**config.mk**
```make
export PLATFORM = sky130hd
export DESIGN_NAME = robot_remote_drive_controller_core
export DESIGN_NICKNAME = d
export VERILOG_FILES = /design/src/hw/rtl/rrdc_pkg.sv /design/src/hw/rtl/robot_remote_drive_controller_core.sv /design/src/hw/rtl/rrdc_frame.sv
export SDC_FILE = /design/constraint.sdc
export NUM_CORES = 1
export LEC_CHECK = 0
export BUFFER_PORTS_ARGS = -buffer_cell sky130_fd_sc_hd__buf_2
export CELL_PAD_IN_SITES_DETAIL_PLACEMENT = 1
export CELL_PAD_IN_SITES_GLOBAL_PLACEMENT = 2
export CORE_ASPECT_RATIO = 0.9
export CORE_MARGIN = 2
export CORE_UTILIZATION = 42
export CTS_CLUSTER_SIZE = 28
export DETAILED_ROUTE_END_ITERATION = 10
export PLACE_DENSITY = 0.95
export SLEW_MARGIN = 30
export SYNTH_ARGS = -nofsm -noshare
export SYNTH_HDL_FRONTEND = slang
export SYNTH_SLANG_ARGS = --single-unit
```
**constraint.sdc**
```tcl
create_clock -name clk -period 4.4 [get_ports clk]
set_clock_uncertainty 0.05 [all_clocks]
set_input_delay 0.88 -clock clk [delete_from_list [all_inputs] [get_ports clk]]
set_output_delay 0.88 -clock clk [all_outputs]
set_load 0.1 [all_outputs]
```
**src/hw/rtl/rrdc_pkg.sv**
```systemverilog
// types and constants of the remote drive controller
package rrdc_pkg;

  localparam logic [1:0] MODE_BYTE   = 2'd0;
  localparam logic [1:0] MODE_TICK   = 2'd1;
  localparam logic [1:0] MODE_SAMPLE = 2'd2;

  localparam logic [7:0] CMD_HEAD       = 8'd121;
  localparam logic [7:0] CMD_MANUAL_ON  = 8'd122;
  localparam logic [7:0] CMD_MANUAL_OFF = 8'd123;
  localparam logic [7:0] SET_HEAD       = 8'd111;
  localparam logic [7:0] ERR_REPLY      = 8'd100;
  localparam logic [7:0] GO_FORWARD     = 8'd8;
  localparam logic [7:0] GO_LEFT        = 8'd4;
  localparam logic [7:0] GO_RIGHT       = 8'd6;

  localparam int unsigned FRAME_LEN = 6;
  localparam int unsigned FCNT_W    = 3;
  localparam logic [FCNT_W-1:0] FRAME_LAST = FCNT_W'(FRAME_LEN - 1);

  localparam logic [6:0] TICKS_IDLE       = 7'd110;
  localparam logic [6:0] MANUAL_BLINK_END = 7'd100;
  localparam logic [7:0] AUTO_BLINK_END   = 8'd255;

  localparam logic [7:0] GAIN_RST   = 8'd2;
  localparam logic [7:0] THRESH_RST = 8'd20;
  localparam logic [7:0] SLOW_RST   = 8'd30;
  localparam logic [7:0] FAST_RST   = 8'd60;
  localparam logic [7:0] TURN_RST   = 8'd40;

  // what a received byte did to the frame
  typedef struct packed {
    logic       reply_valid;
    logic [7:0] reply;
    logic       manual_on;
    logic       manual_off;
    logic       go_forward;
    logic       go_left;
    logic       go_right;
    logic       settings;
    logic [7:0] gain;
    logic [7:0] thresh;
    logic [7:0] slow;
    logic [7:0] fast;
    logic [7:0] turn;
  } frame_evt_t;

endpackage

```
**src/hw/rtl/robot_remote_drive_controller_core.sv**
```systemverilog
// Remote drive controller for a line-following robot. Each transaction on the
// input channel is one event: a received serial byte (mode 0), a timer tick
// (mode 1) or a line sensor sample (mode 2); mode 3 changes nothing. Every
// event produces exactly one result transaction. The block takes one event
// per clock cycle while results are not stalled. An accepted event sits in
// the input register until the result register can load; all state updates
// happen at once as the result register loads, and the result is offered
// from that edge on. While a result is stalled, one more event can
// enter the input register before in_ready drops.
// SENSOR_COUNT sets the number of sensor channels in a sweep; DRIVE_TICKS
// sets how many manual ticks a forward, left or right drive lasts.
module robot_remote_drive_controller_core
  import rrdc_pkg::*;
#(
  parameter int unsigned SENSOR_COUNT = 6,
  parameter int unsigned DRIVE_TICKS  = 60
) (
  input  logic       clk,
  input  logic       rst,
  input  logic       in_valid,
  output logic       in_ready,
  input  logic [1:0] mode,
  input  logic [7:0] value,
  output logic       out_valid,
  input  logic       out_ready,
  output logic       reply_valid,
  output logic [7:0] reply_byte,
  output logic       motor_valid,
  output logic [7:0] right_speed,
  output logic [7:0] left_speed,
  output logic       led,
  output logic [5:0] sensor_mask,
  output logic       sensors_ready,
  output logic       manual,
  output logic [7:0] gain,
  output logic [7:0] slow_speed
);

  localparam int unsigned CH_W = (SENSOR_COUNT > 1) ? $clog2(SENSOR_COUNT) : 1;
  localparam logic [CH_W-1:0] CH_LAST  = CH_W'(SENSOR_COUNT - 1);
  localparam logic [6:0]      DRIVE_END = 7'(DRIVE_TICKS);

  // input register
  logic       s1_valid;
  logic [1:0] s1_mode;
  logic [7:0] s1_value;
  logic       advance;

  // controller state
  logic                    manual_flag, manual_flag_next;
  logic                    led_level, led_level_next;
  logic [7:0]              auto_blink_count, auto_blink_count_next;
  logic [6:0]              manual_blink_count, manual_blink_count_next;
  logic [6:0]              forward_ticks, forward_ticks_next;
  logic [6:0]              left_ticks, left_ticks_next;
  logic [6:0]              right_ticks, right_ticks_next;
  logic [SENSOR_COUNT-1:0] line_mask, line_mask_next;
  logic [CH_W-1:0]         sensor_channel, sensor_channel_next;
  logic [7:0]              gain_reg, gain_reg_next;
  logic [7:0]              threshold_reg, threshold_reg_next;
  logic [7:0]              slow_reg, slow_reg_next;
  logic [7:0]              fast_reg, fast_reg_next;
  logic [7:0]              turn_reg, turn_reg_next;
  logic [7:0]              right_level, right_level_next;
  logic [7:0]              left_level, left_level_next;

  // result register
  logic       res_reply_valid, res_reply_valid_next;
  logic [7:0] res_reply, res_reply_next;
  logic       res_motor_valid, res_motor_valid_next;
  logic       res_ready, res_ready_next;

  logic [7:0] mask_pad;
  logic [CH_W-1:0] ch;

  frame_evt_t evt;

  assign advance  = s1_valid && (!out_valid || out_ready);
  assign in_ready = !s1_valid || !out_valid || out_ready;

  rrdc_frame u_frame (
    .clk     (clk),
    .rst     (rst),
    .byte_en (advance && s1_mode == MODE_BYTE),
    .byte_in (s1_value),
    .evt     (evt)
  );

  always_ff @(posedge clk) begin
    if (rst) begin
      s1_valid <= 1'b0;
    end else if (in_valid && in_ready) begin
      s1_valid <= 1'b1;
    end else if (advance) begin
      s1_valid <= 1'b0;
    end
  end

  always_ff @(posedge clk) begin
    if (in_valid && in_ready) begin
      s1_mode  <= mode;
      s1_value <= value;
    end
  end

  always_comb begin
    manual_flag_next        = manual_flag;
    led_level_next          = led_level;
    auto_blink_count_next   = auto_blink_count;
    manual_blink_count_next = manual_blink_count;
    forward_ticks_next      = forward_ticks;
    left_ticks_next         = left_ticks;
    right_ticks_next        = right_ticks;
    line_mask_next          = line_mask;
    sensor_channel_next     = sensor_channel;
    gain_reg_next           = gain_reg;
    threshold_reg_next      = threshold_reg;
    slow_reg_next           = slow_reg;
    fast_reg_next           = fast_reg;
    turn_reg_next           = turn_reg;
    right_level_next        = right_level;
    left_level_next         = left_level;
    res_reply_valid_next    = 1'b0;
    res_reply_next          = '0;
    res_motor_valid_next    = 1'b0;
    res_ready_next          = 1'b0;
    ch = (sensor_channel > CH_LAST) ? '0 : sensor_channel;

    case (s1_mode)
      MODE_BYTE: begin
        res_reply_valid_next = evt.reply_valid;
        res_reply_next       = evt.reply;
        if (evt.manual_on || evt.manual_off) begin
          manual_flag_next     = evt.manual_on;
          right_level_next     = '0;
          left_level_next      = '0;
          res_motor_valid_next = 1'b1;
        end
        if (evt.go_forward) forward_ticks_next = '0;
        if (evt.go_left)    left_ticks_next    = '0;
        if (evt.go_right)   right_ticks_next   = '0;
        if (evt.settings) begin
          gain_reg_next      = evt.gain;
          threshold_reg_next = evt.thresh;
          slow_reg_next      = evt.slow;
          fast_reg_next      = evt.fast;
          turn_reg_next      = evt.turn;
        end
      end
      MODE_TICK: begin
        if (manual_flag) begin
          if (manual_blink_count == MANUAL_BLINK_END) begin
            manual_blink_count_next = '0;
            led_level_next          = !led_level;
          end else begin
            manual_blink_count_next = manual_blink_count + 7'd1;
          end
          res_motor_valid_next = 1'b1;
          // first active drive wins
          if (forward_ticks < DRIVE_END) begin
            forward_ticks_next = forward_ticks + 7'd1;
            right_level_next   = fast_reg;
            left_level_next    = fast_reg;
          end else if (left_ticks < DRIVE_END) begin
            left_ticks_next  = left_ticks + 7'd1;
            right_level_next = turn_reg;
            left_level_next  = '0;
          end else if (right_ticks < DRIVE_END) begin
            right_ticks_next = right_ticks + 7'd1;
            right_level_next = '0;
            left_level_next  = turn_reg;
          end else begin
            right_level_next = '0;
            left_level_next  = '0;
          end
        end else begin
          auto_blink_count_next = auto_blink_count + 8'd1;
          if (auto_blink_count == AUTO_BLINK_END) begin
            // steady on while some but not all sensors see the line
            if (line_mask != '0 && line_mask != '1) begin
              led_level_next = 1'b1;
            end else begin
              led_level_next = !led_level;
            end
          end
        end
      end
      MODE_SAMPLE: begin
        if (!manual_flag) begin
          line_mask_next[ch] = (s1_value > threshold_reg);
          if (ch == CH_LAST) begin
            sensor_channel_next = '0;
            res_ready_next      = 1'b1;
          end else begin
            sensor_channel_next = ch + CH_W'(1);
          end
        end
      end
      default: ;
    endcase
  end

  always_ff @(posedge clk) begin
    if (rst) begin
      manual_flag        <= 1'b0;
      led_level          <= 1'b0;
      auto_blink_count   <= '0;
      manual_blink_count <= '0;
      forward_ticks      <= TICKS_IDLE;
      left_ticks         <= TICKS_IDLE;
      right_ticks        <= TICKS_IDLE;
      line_mask          <= '0;
      sensor_channel     <= '0;
      gain_reg           <= GAIN_RST;
      threshold_reg      <= THRESH_RST;
      slow_reg           <= SLOW_RST;
      fast_reg           <= FAST_RST;
      turn_reg           <= TURN_RST;
      right_level        <= '0;
      left_level         <= '0;
    end else if (advance) begin
      manual_flag        <= manual_flag_next;
      led_level          <= led_level_next;
      auto_blink_count   <= auto_blink_count_next;
      manual_blink_count <= manual_blink_count_next;
      forward_ticks      <= forward_ticks_next;
      left_ticks         <= left_ticks_next;
      right_ticks        <= right_ticks_next;
      line_mask          <= line_mask_next;
      sensor_channel     <= sensor_channel_next;
      gain_reg           <= gain_reg_next;
      threshold_reg      <= threshold_reg_next;
      slow_reg           <= slow_reg_next;
      fast_reg           <= fast_reg_next;
      turn_reg           <= turn_reg_next;
      right_level        <= right_level_next;
      left_level         <= left_level_next;
    end
  end

  always_ff @(posedge clk) begin
    if (rst) begin
      out_valid <= 1'b0;
    end else if (advance) begin
      out_valid <= 1'b1;
    end else if (out_ready) begin
      out_valid <= 1'b0;
    end
  end

  always_ff @(posedge clk) begin
    if (advance) begin
      res_reply_valid <= res_reply_valid_next;
      res_reply       <= res_reply_next;
      res_motor_valid <= res_motor_valid_next;
      res_ready       <= res_ready_next;
    end
  end

  // state only moves when the result register loads, so it matches the held result
  assign mask_pad      = 8'(line_mask);
  assign reply_valid   = res_reply_valid;
  assign reply_byte    = res_reply;
  assign motor_valid   = res_motor_valid;
  assign right_speed   = right_level;
  assign left_speed    = left_level;
  assign led           = led_level;
  assign sensor_mask   = mask_pad[5:0];
  assign sensors_ready = res_ready;
  assign manual        = manual_flag;
  assign gain          = gain_reg;
  assign slow_speed    = slow_reg;

endmodule

```
**src/hw/rtl/rrdc_frame.sv**
```systemverilog
// serial frame assembly and command decode
module rrdc_frame
  import rrdc_pkg::*;
(
  input  logic       clk,
  input  logic       rst,
  input  logic       byte_en,
  input  logic [7:0] byte_in,
  output frame_evt_t evt
);

  logic [7:0]        frame_bytes [FRAME_LEN];
  logic [FCNT_W-1:0] frame_count;
  logic [FCNT_W-1:0] frame_count_next;
  logic [7:0]        head;
  logic [7:0]        second;

  always_comb begin
    head   = (frame_count == '0) ? byte_in : frame_bytes[0];
    second = (frame_count == FCNT_W'(1)) ? byte_in : frame_bytes[1];

    evt = '0;
    evt.gain   = frame_bytes[1];
    evt.thresh = frame_bytes[2];
    evt.slow   = frame_bytes[3];
    evt.fast   = frame_bytes[4];
    evt.turn   = byte_in;
    frame_count_next = frame_count + FCNT_W'(1);

    if (frame_count != '0 && head == CMD_HEAD) begin
      frame_count_next = '0;
      evt.reply_valid  = 1'b1;
      evt.reply        = CMD_HEAD;
      case (second)
        CMD_MANUAL_ON:  evt.manual_on  = 1'b1;
        CMD_MANUAL_OFF: evt.manual_off = 1'b1;
        GO_FORWARD:     evt.go_forward = 1'b1;
        GO_LEFT:        evt.go_left    = 1'b1;
        GO_RIGHT:       evt.go_right   = 1'b1;
        default:        ;
      endcase
    end else if (frame_count == FRAME_LAST) begin
      frame_count_next = '0;
      evt.reply_valid  = 1'b1;
      if (head == SET_HEAD) begin
        evt.reply    = SET_HEAD;
        evt.settings = 1'b1;
      end else begin
        evt.reply = ERR_REPLY;
      end
    end
  end

  always_ff @(posedge clk) begin
    if (rst) begin
      frame_count <= '0;
    end else if (byte_en) begin
      frame_count <= frame_count_next;
    end
  end

  // byte storage is written at the frame position and is not cleared between frames
  always_ff @(posedge clk) begin
    if (byte_en) begin
      frame_bytes[frame_count] <= byte_in;
    end
  end

endmodule

```
==> results.toml, run 1 <==
[timing]
hold_viol = 0
finalCriticalPeriod_ns = 2.87
holdWs_ns = 0.411
grt_setup_unrepaired = "no"
timing.fmax_ghz = 0.348
finalSetupTns_ns = 0
fin_crit_sh = 0.653
worst-slew-pin-transition_ns = 0.888
max-slew-margin-rel = 0.408
setup_violations = 0
maxSlewViolCount = 0

[cts]
clkTransAtPathRegs_ns = 0.06
post_cts_buffers = 0
post_cts_resized = 0
holdBufCountCts = 0
cts_root_buffer = "clkbuf_16"
clock_latency_ns = 0.44
cts_tree = "done"
numCtsBuffers = 17
cts_max_level = 4
clock-sinks = 165
cts_max_path_buffers = 2

[critical_path]
crit_required_ns = 4.65
crit_path_start_kind = "flip-flop"
critPathKind = "reg -> reg"
r2r_setup_slack_ns = 1.53
r2r_cells = 6
endpoint = "fast_reg[4]"
r2r_end = "fast_reg[4]"
critPathLaunch = "u_frame.frame_count[2]"
endpoint_kind = "flip-flop"
worstReg2RegStart = "u_frame.frame_count[2]"
worstPathMaxFanout = 42
arrival_ns = 3.13

[synthesis]
syn-num-nets = 670
synthDistinctLibCells = 56
synthCells = 637
ys_async_sr_fraction = 0
synth_edf_count = 57
synthFlopType = "dfxtp_1"
ys_ff_latch = 165
syn_avg_cell_area_um2 = 10.9
synth-seq-area-share = 0.558
syn-cell-area_mm2 = 0.00695
synth_warnings = 0

[floorplanning]
design.core.area_mm2 = 0.0162
dieArea_mm2 = 0.0176
num_rows = 44
die_h_um = 126
die_w_um = 140
start_util = 0.429
io_pins = 67

[grt]
antenna_found_initial = 0
grt_pass1_wl_mm = 28.4
grt_usage = 0.205
overflow = 0
grt_start_max_net_pins = 44
grt_pass1_vias = 5489

[placed_design]
port_buffers = 65
placed_cell_area_mm2 = 0.00742
place_congestion = 0.804
placed_cells = 882
hpwl_mm = 12.0

[run]
maxCapViolCount = 0

[routing]
firstDrtPassIters = 6
vias = 5270
ant_nets = 0
avgRoutedWirePerCell_um = 19.5
drc = 0
via_per_inst = 5.77
drt-total-wl_mm = 17.9
drtIter0Drc = 441

[power_and_ir_drop]
leakagePower_nw = 2.88
p_per_area_mw_per_mm2 = 399
vdd_ir_drop_max_v = 0.000294

[cells_and_area]
largest_reg_flops = 40
regMostFlops = "u_frame.frame_bytes"
n_antenna_cell = 0
drive_gt1_frac = 0.165
nFillCells = 1788
finish.instance_area_mm2 = 0.00800
syn_to_final_growth_pct = 15.1
final_nets = 727
final_cells = 914

[status]
status = "finished clean"

[worst_hold_path]
holdCritPathClass = "reg -> reg"
==> worst min path at each step <==
| stage | to | slack (ns) | cells past startpoint | startpoint |
|---|---|---|---|---|
| floorplan | forward_ticks[6] | 0.38 | 1 | forward_ticks[6] |
| global placement | left_speed[3] | 0.39 | 1 | left_speed[3] |
| finish | right_speed[6] | 0.41 | 1 | right_speed[6] |
| detailed placement | right_speed[6] | 0.39 | 1 | right_speed[6] |
| global route | right_speed[5] | 0.43 | 1 | right_speed[5] |
| CTS | left_speed[3] | 0.41 | 1 | left_speed[3] |
==> layout by cell type, fill, tap and decap left out, types with 7 or more instances in the layout <==
cell | synthesis | final
nand2_1 | 36 | 36
o21ai_0 | 15 | 15
or3_1 | 9 | 9
o2bb2ai_1 | 16 | 16
nand3_1 | 13 | 13
nor2b_1 | 9 | 8
dfxtp_1 | 108 | 108
xor2_1 | 7 | 7
a211oi_1 | 11 | 11
nand4_1 | 14 | 14
ha_1 | 19 | 19
a22oi_1 | 18 | 18
edfxtp_1 | 57 | 57
nor3_1 | 10 | 10
mux2i_1 | 44 | 44
clkbuf_16 | 0 | 18
and3_1 | 11 | 11
a41oi_1 | 9 | 9
nor2_1 | 71 | 71
inv_1 | 20 | 20
buf_2 | 3 | 65
a21oi_1 | 27 | 27
buf_4 | 5 | 7
==> stage by stage <==
step            util  setup WS, ns  total power [mW]
5_1_grt        0.494          1.32              3.29
6_report       0.494          1.53              3.19
4_1_cts        0.494          1.51              3.22
3_3_place_gp   0.458          1.50              1.78
2_1_floorplan      -          1.48              1.74
3_5_place_dp   0.458          1.32              1.79
==> power breakdown <==
part,switching (mW),leakage [nW],internal (mW)
Clock,0.613,0.279,0.821
Combinational,0.0988,1.20,0.0336
Sequential,0.0293,1.40,1.59
Total,0.741,2.88,2.45
==> layout make-up <==
cell class,count,area (um2),area share
clock buffer,24,513,0.0642
multi-input combinational,418,2840,0.355
timing repair buffer,72,378,0.0473
tap,207,259,0.0324
inverter,20,75.1,0.00939
clock inverter,8,61.3,0.00767
sequential,165,3870,0.484
==> Yosys cell counts, types with 13 or more instances <==
master / n / area [um2]
mux2i_1: 44 / 440
edfxtp_1: 57 / 1710
inv_1: 20 / 75.1
ha_1: 19 / 238
clkbuf_1: 20 / 75.1
nand4_1: 14 / 87.6
nor2_1: 71 / 267
o2bb2ai_1: 16 / 140
a21oi_1: 27 / 135
a22oi_1: 18 / 135
dfxtp_1: 108 / 2160
nand3_1: 13 / 65.1
o21ai_0: 15 / 75.1
nand2_1: 36 / 135
==> worst max-delay path, cell delays in order (launching register included) <==
cell,delay [ns]
dfxtp_1,0.40
or3_1,0.47
or4b_4,0.57
a211oi_4,0.22
buf_4,0.59
mux2i_1,0.30
nand2_1,0.10
==> routing by layer <==
layer | GRT usage | vias to the layer above | routed length [um]
met5 | 0 | - | 0
met4 | 0.0594 | 0 | 172
met3 | 0.0506 | 17 | 654
met2 | 0.357 | 100 | 9180
met1 | 0.253 | 2668 | 7860
li1 | - | 2485 | -
==> logic make-up after synthesis <==
family,share of synthesized area
multiplexers,0.0634
adder cells (fa/ha/maj),0.0342
AO/OA/AOI/OAI,0.139
AND/OR/NAND/NOR,0.157
buffers and inverters,0.0357
XOR/XNOR,0.0126
other,0.000540
flip-flops,0.558
Note: power is estimated with default switching activity, not from simulation.
==> inputs of run 2 (changes only) <==
--- a/config.mk
+++ b/config.mk
@@ -10,10 +10,10 @@
 export CELL_PAD_IN_SITES_GLOBAL_PLACEMENT = 2
 export CORE_ASPECT_RATIO = 0.9
 export CORE_MARGIN = 2
-export CORE_UTILIZATION = 42
+export CORE_UTILIZATION = 39
 export CTS_CLUSTER_SIZE = 28
 export DETAILED_ROUTE_END_ITERATION = 10
-export PLACE_DENSITY = 0.95
+export PLACE_DENSITY = 0.9
 export SLEW_MARGIN = 30
 export SYNTH_ARGS = -nofsm -noshare
 export SYNTH_HDL_FRONTEND = slang
==> constraint.sdc (replaced) <==
create_clock -name clk -period 2.7 [get_ports clk]
set_clock_uncertainty 0.05 [all_clocks]
set_input_delay 0.54 -clock clk [delete_from_list [all_inputs] [get_ports clk]]
set_output_delay 0.54 -clock clk [all_outputs]
set_load 0.1 [all_outputs]
==> run 2 against run 1 <==
Maximum frequency increased by 12%. Setup slack got worse by 1.4 ns. Global-route usage decreased by 0.32 points. Register-to-register slack got worse by 1.4 ns. Count of clock-buffer cells in the layout unchanged. Cell count increased by 5.8%. Via count increased by 0.44%. Non-clock buffer count increased by 20.
==> results.toml, run 2 (synthesis results as in run 1) <==
[timing]
timing.fmax_ghz = 0.390
fin_crit_sh = 0.950
finalCriticalPeriod_ns = 2.57
grt_setup_unrepaired = "no"
hold_viol = 0
finalSetupTns_ns = 0
max-slew-margin-rel = 0.506
worst-slew-pin-transition_ns = 0.741
setup_violations = 0
maxSlewViolCount = 0

[critical_path]
endpoint_kind = "flip-flop"
worstReg2RegStart = "s1_value[5]"
arrival_ns = 2.83
r2r_setup_slack_ns = 0.13
crit_required_ns = 2.97
r2r_end = "forward_ticks[5]"
critPathKind = "reg -> reg"
crit_path_start_kind = "flip-flop"
worstPathMaxFanout = 8
r2r_cells = 5

[cts]
cts_max_path_buffers = 2
clock_latency_ns = 0.43
clock-sinks = 165
cts_tree = "done"
cts_root_buffer = "clkbuf_16"
cts_max_level = 4
clkTransAtPathRegs_ns = 0.07
numCtsBuffers = 17

[placed_design]
port_buffers = 65
place_congestion = 0.769
hpwl_mm = 12.5

[cells_and_area]
final_nets = 747
n_antenna_cell = 0
mostFrequentLayoutCell = "dfxtp_1"
largest_reg_flops = 40
drive_gt1_frac = 0.193
mostFrequentLayoutCells = "dfxtp_1 (106), nor2_1 (71), buf_2 (65)"
syn_to_final_growth_pct = 18.5
regMostFlops = "u_frame.frame_bytes"

[routing]
avgRoutedWirePerCell_um = 18.8
ant_nets = 0
drtIter0Drc = 284
via_per_inst = 5.47
drc = 0
firstDrtPassIters = 4
vias = 5293
drt-total-wl_mm = 18.2

[power_and_ir_drop]
leakagePower_nw = 3.00
p_total_mw = 5.33
vdd_ir_drop_max_v = 0.000455
p_per_area_mw_per_mm2 = 647

[floorplanning]
dieArea_mm2 = 0.0189
start_util = 0.396
design.core.area_mm2 = 0.0176
die_w_um = 145
die_h_um = 131
num_rows = 46
io_pins = 67

[run]
maxCapViolCount = 0

[grt]
grt_start_max_net_pins = 66
grt_pass1_vias = 5511
grt_usage = 0.202
grt_pass1_wl_mm = 29.3
overflow = 0
antenna_found_initial = 0

[worst_hold_path]
hold_depth = 1
min_to = "s1_value[7]"
hold_start = "value[7]"
holdCritPathClass = "in -> reg"

[status]
status = "finished clean"
==> run 2: area by class of cell <==
class	instances	area [um2]
flip-flops and latches	165	3880
inverters	20	75.1
clock buffers	24	514
clock inverters	8	86.3
repair buffers	92	541
well taps	240	300
fillers	1924	9320
multi-input cells	418	2840
==> run 2: through the flow <==
stage / area (um2) / hold slack, ns / std cells / utilization / setup slack (ns)
final: 8230 / 0.226 / 967 / 0.469 / 0.134
after global routing: 8230 / 0.211 / 967 / 0.469 / 0.0385
after CTS: 8230 / 0.214 / 967 / 0.469 / 0.0705
after detailed placement: 7630 / 0.394 / 935 / 0.435 / 0.0731
after global placement: 7630 / 0.390 / 935 / 0.435 / 0.144
after floorplan: 6960 / 0.377 / 637 / - / 0.305
==> run 2: how the worst max path moves through the flow <==
| stage | end | depth (start not counted) | start | slack, ns |
|---|---|---|---|---|
| final | forward_ticks[5] | 5 | s1_value[5] | 0.13 |
| after global routing | forward_ticks[5] | 5 | s1_value[5] | 0.04 |
| after CTS | left_ticks[0] | 5 | forward_ticks[4] | 0.07 |
| after detailed placement | left_ticks[5] | 5 | forward_ticks[4] | 0.07 |
| after global placement | left_ticks[4] | 5 | forward_ticks[4] | 0.14 |
| after floorplan | s1_mode[0] | 3 | out_valid | 0.30 |
==> run 2: critical path, cell delays in order (launching register included) <==
cell	delay, ns
edfxtp_1	0.57
nor4_1	0.67
nand4b_1	0.16
a211o_1	0.36
a21o_1	0.23
a2111o_1	0.40
==> run 2: power breakdown <==
part | total [mW] | leakage (nW) | internal [mW] | switching [mW]
clock | 2.45 | 0.294 | 1.44 | 1.01
sequential | 2.63 | 1.40 | 2.59 | 0.0340
combinational | 0.250 | 1.30 | 0.0677 | 0.182
total | 5.33 | 3.00 | 4.10 | 1.22
==> run 2: repair_timing <==
item                       CTS  global route
hold buffers                 0             0
setup endpoints to repair    0             5
setup buffers                0             0
gates resized for setup      0             1
==> run 2: per-layer routing <==
metal / routed length, um / share of wire / up-vias / track usage
li1: - / - / 2527 / -
met1: 8170 / 0.45 / 2645 / 0.254
met2: 9080 / 0.50 / 91 / 0.342
met3: 553 / 0.030 / 30 / 0.0426
met4: 413 / 0.023 / 0 / 0.0777
met5: 0 / 0 / - / 0
==> inputs of run 3 (changes only) <==
--- a/config.mk
+++ b/config.mk
@@ -5,12 +5,13 @@
 export SDC_FILE = /design/constraint.sdc
 export NUM_CORES = 1
 export LEC_CHECK = 0
+export ABC_AREA = 1
 export BUFFER_PORTS_ARGS = -buffer_cell sky130_fd_sc_hd__buf_2
 export CELL_PAD_IN_SITES_DETAIL_PLACEMENT = 1
 export CELL_PAD_IN_SITES_GLOBAL_PLACEMENT = 2
 export CORE_ASPECT_RATIO = 0.9
 export CORE_MARGIN = 2
-export CORE_UTILIZATION = 39
+export CORE_UTILIZATION = 36
 export CTS_CLUSTER_SIZE = 28
 export DETAILED_ROUTE_END_ITERATION = 10
 export PLACE_DENSITY = 0.9
==> run 3 against run 2 <==
Critical path depth up 7. Setup slack better by 0.37 ns. Die area grew 16%. Synthesized cell count is 40% higher. Via count up 15%. Maximum frequency is 17% higher. Core utilization decreased by 3.5 points. Final area up 5.9%. Largest cell class unchanged.
==> results.toml, run 3 <==
[floorplanning]
num_rows = 49
die_w_um = 156
die_h_um = 140
start_util = 0.370
dieArea_mm2 = 0.0218
design.core.area_mm2 = 0.0201
io_pins = 67

[grt]
overflow = 0
grt_pass1_vias = 6325
grt_usage = 0.184
grt_pass1_wl_mm = 32.1
grt_start_max_net_pins = 61
antenna_found_initial = 0

[cts]
clock-sinks = 165
holdBufCountCts = 0
cts_max_level = 4
clock_latency_ns = 0.43
post_cts_resized = 0
cts_tree = "done"
post_cts_buffers = 0
numCtsBuffers = 17
clkTransAtPathRegs_ns = 0.07
cts_root_buffer = "clkbuf_16"
cts_max_path_buffers = 2

[critical_path]
crit_path_start_kind = "flip-flop"
worstReg2RegStart = "u_frame.frame_count[2]"
cp.buffers_inverters = 0
critical_path.max_stage_delay_ns = 0.37
critPathKind = "reg -> reg"
arrival_ns = 2.47
r2r_end = "right_speed[6]"
cp_top_family = "simple AND/OR/NAND/NOR gates"
slowest_stage = "dfxtp_1"
crit_chain = "nor2_4 > nand2_2 > nand2_1 > nand2_1 > nand2_1 > nor2_4 > nand3_4 > nand2_4 > nand2_2 > nand2_1 > nand2_1 > nor2_1"
r2r_setup_slack_ns = 0.51
cpMostUsedCell = "nand2_1"
worstPathMaxFanout = 29
r2r_cells = 12
crit_required_ns = 2.98
endpoint_kind = "flip-flop"

[routing]
vias = 6084
drt-total-wl_mm = 19.1
avgRoutedWirePerCell_um = 15.4
firstDrtPassIters = 4
ant_nets = 0
drtIter0Drc = 268
drc = 0
via_per_inst = 4.93

[synthesis]
syn-cell-area_mm2 = 0.00744
syn_avg_cell_area_um2 = 8.36
synth-seq-area-share = 0.521
synth_top_area_cell = "dfxtp_1"
synth_warnings = 0
syn-num-nets = 923
synth_area_leaders = "dfxtp_1 (29%), edfxtp_1 (23%), nand2_1 (8.6%), nor2_1 (5.0%), o21ai_0 (5.0%)"
synthCells = 890
synthDistinctLibCells = 43
synth_edf_count = 57
yosysMostFrequentCell = "nand2_1"
synth_common_cells = "nand2_1 (171), dfxtp_1 (108), nor2_1 (100)"
synth_top_area_share = 0.291
ys_ff_latch = 165
synthFlopType = "dfxtp_1"
ys_async_sr_fraction = 0

[power_and_ir_drop]
netSwitchingPower_mw = 1.43
p_sw_frac = 0.254
power_frac_comb = 0.075
p_total_mw = 5.62
leakagePower_nw = 3.74
vdd_ir_drop_max_v = 0.000399
p_int_mw = 4.20
seqPwrFrac = 0.470
p_clk_frac = 0.455
p_per_area_mw_per_mm2 = 645

[timing]
finalSetupTns_ns = 0
hold_viol = 0
finalCriticalPeriod_ns = 2.19
worst-slew-pin-transition_ns = 0.522
max-slew-margin-rel = 0.649
grt_setup_unrepaired = "no"
setup_violations = 0
fin_crit_sh = 0.813
timing.fmax_ghz = 0.456
maxSlewViolCount = 0

[worst_hold_path]
hold_start = "value[2]"
min_to = "s1_value[2]"
hold_depth = 1
holdCritPathClass = "in -> reg"

[cells_and_area]
largest_reg_flops = 40
nFillCells = 2407
finish.instance_area_mm2 = 0.00872
multi_input_area_mm2 = 0.00300
n_antenna_cell = 0
final_nets = 999
mostFrequentLayoutCell = "nand2_1"
register_area_mm2 = 0.00387
regMostFlops = "u_frame.frame_bytes"
mostFrequentLayoutCells = "nand2_1 (171), dfxtp_1 (108), nor2_1 (99)"
syn_to_final_growth_pct = 17.1
drive_gt1_frac = 0.178
final_util = 0.434

[placed_design]
placed_cell_area_mm2 = 0.00810
hpwl_mm = 13.3
port_buffers = 65
place_congestion = 0.780

[status]
status = "finished clean"

[run]
maxCapViolCount = 0
-- run 3: changes by cell type after synthesis, sizes merged, moves of 44 or more --
cell / previous run / this run
nand2: 36 / 186
a21oi: 27 / 73
nand3: 13 / 71
mux2i: 44 / 0
inv: 20 / 93
o21ai: 16 / 75
-- run 3: power groups by stage --
stage,Clock (mW),Sequential [mW],Combinational (mW)
after floorplan,0,2.78,0.223
after global placement,0,2.70,0.416
after detailed placement,0,2.70,0.423
after CTS,2.63,2.64,0.425
after global routing,2.72,2.65,0.465
final,2.56,2.64,0.421
-- run 3: final cells by class --
| cell class | count | area share |
|---|---|---|
| Clock buffer | 17 | 0.0488 |
| Timing Repair Buffer | 94 | 0.0637 |
| Inverter | 94 | 0.0405 |
| Sequential cell | 165 | 0.444 |
| Multi-Input combinational cell | 594 | 0.344 |
| Tap cell | 255 | 0.0366 |
| Clock inverter | 15 | 0.0218 |
-- run 3: worst max-delay path by stage --
stage                                     end                    from  slack, ns  depth (start not counted)
floorplan           u_frame.frame_bytes[2][0]               out_valid       0.05                          5
global placement               right_ticks[5]               out_ready       0.49                         12
detailed placement             right_ticks[5]               out_ready       0.43                         12
CTS                             left_speed[1]  u_frame.frame_count[2]       0.50                         13
global route                    left_speed[1]  u_frame.frame_count[2]       0.23                         13
finish                         right_speed[6]  u_frame.frame_count[2]       0.51                         12
-- run 3: metal layers --
metal  global-route usage  vias to the layer above  routed length (um)
li1                     -                     3102                   -
met1                0.258                     2873                9720
met2                0.289                       93                8530
met3               0.0381                       16                 624
met4               0.0502                        0                 183
met5                    0                        -                   0
-- run 3: stage by stage --
stage,std cells,hold WS (ns),setup WS [ns]
after detailed placement,1202,0.390,0.431
after floorplan,890,0.361,0.0474
after global routing,1234,0.201,0.225
final,1234,0.226,0.505
after CTS,1234,0.206,0.500
after global placement,1202,0.376,0.492
-- run 3: kinds of logic (layout without fill, tap and decap cells) --
family,count (synthesis),after routing,share of synthesized area
adder cells (fa/ha/maj),19,19,0.0319
buffers and inverters,131,220,0.0765
other,1,1,0.000504
AO/OA/AOI/OAI,166,166,0.124
XOR/XNOR,1,1,0.00118
flip-flops,165,165,0.521
AND/OR/NAND/NOR,407,407,0.245
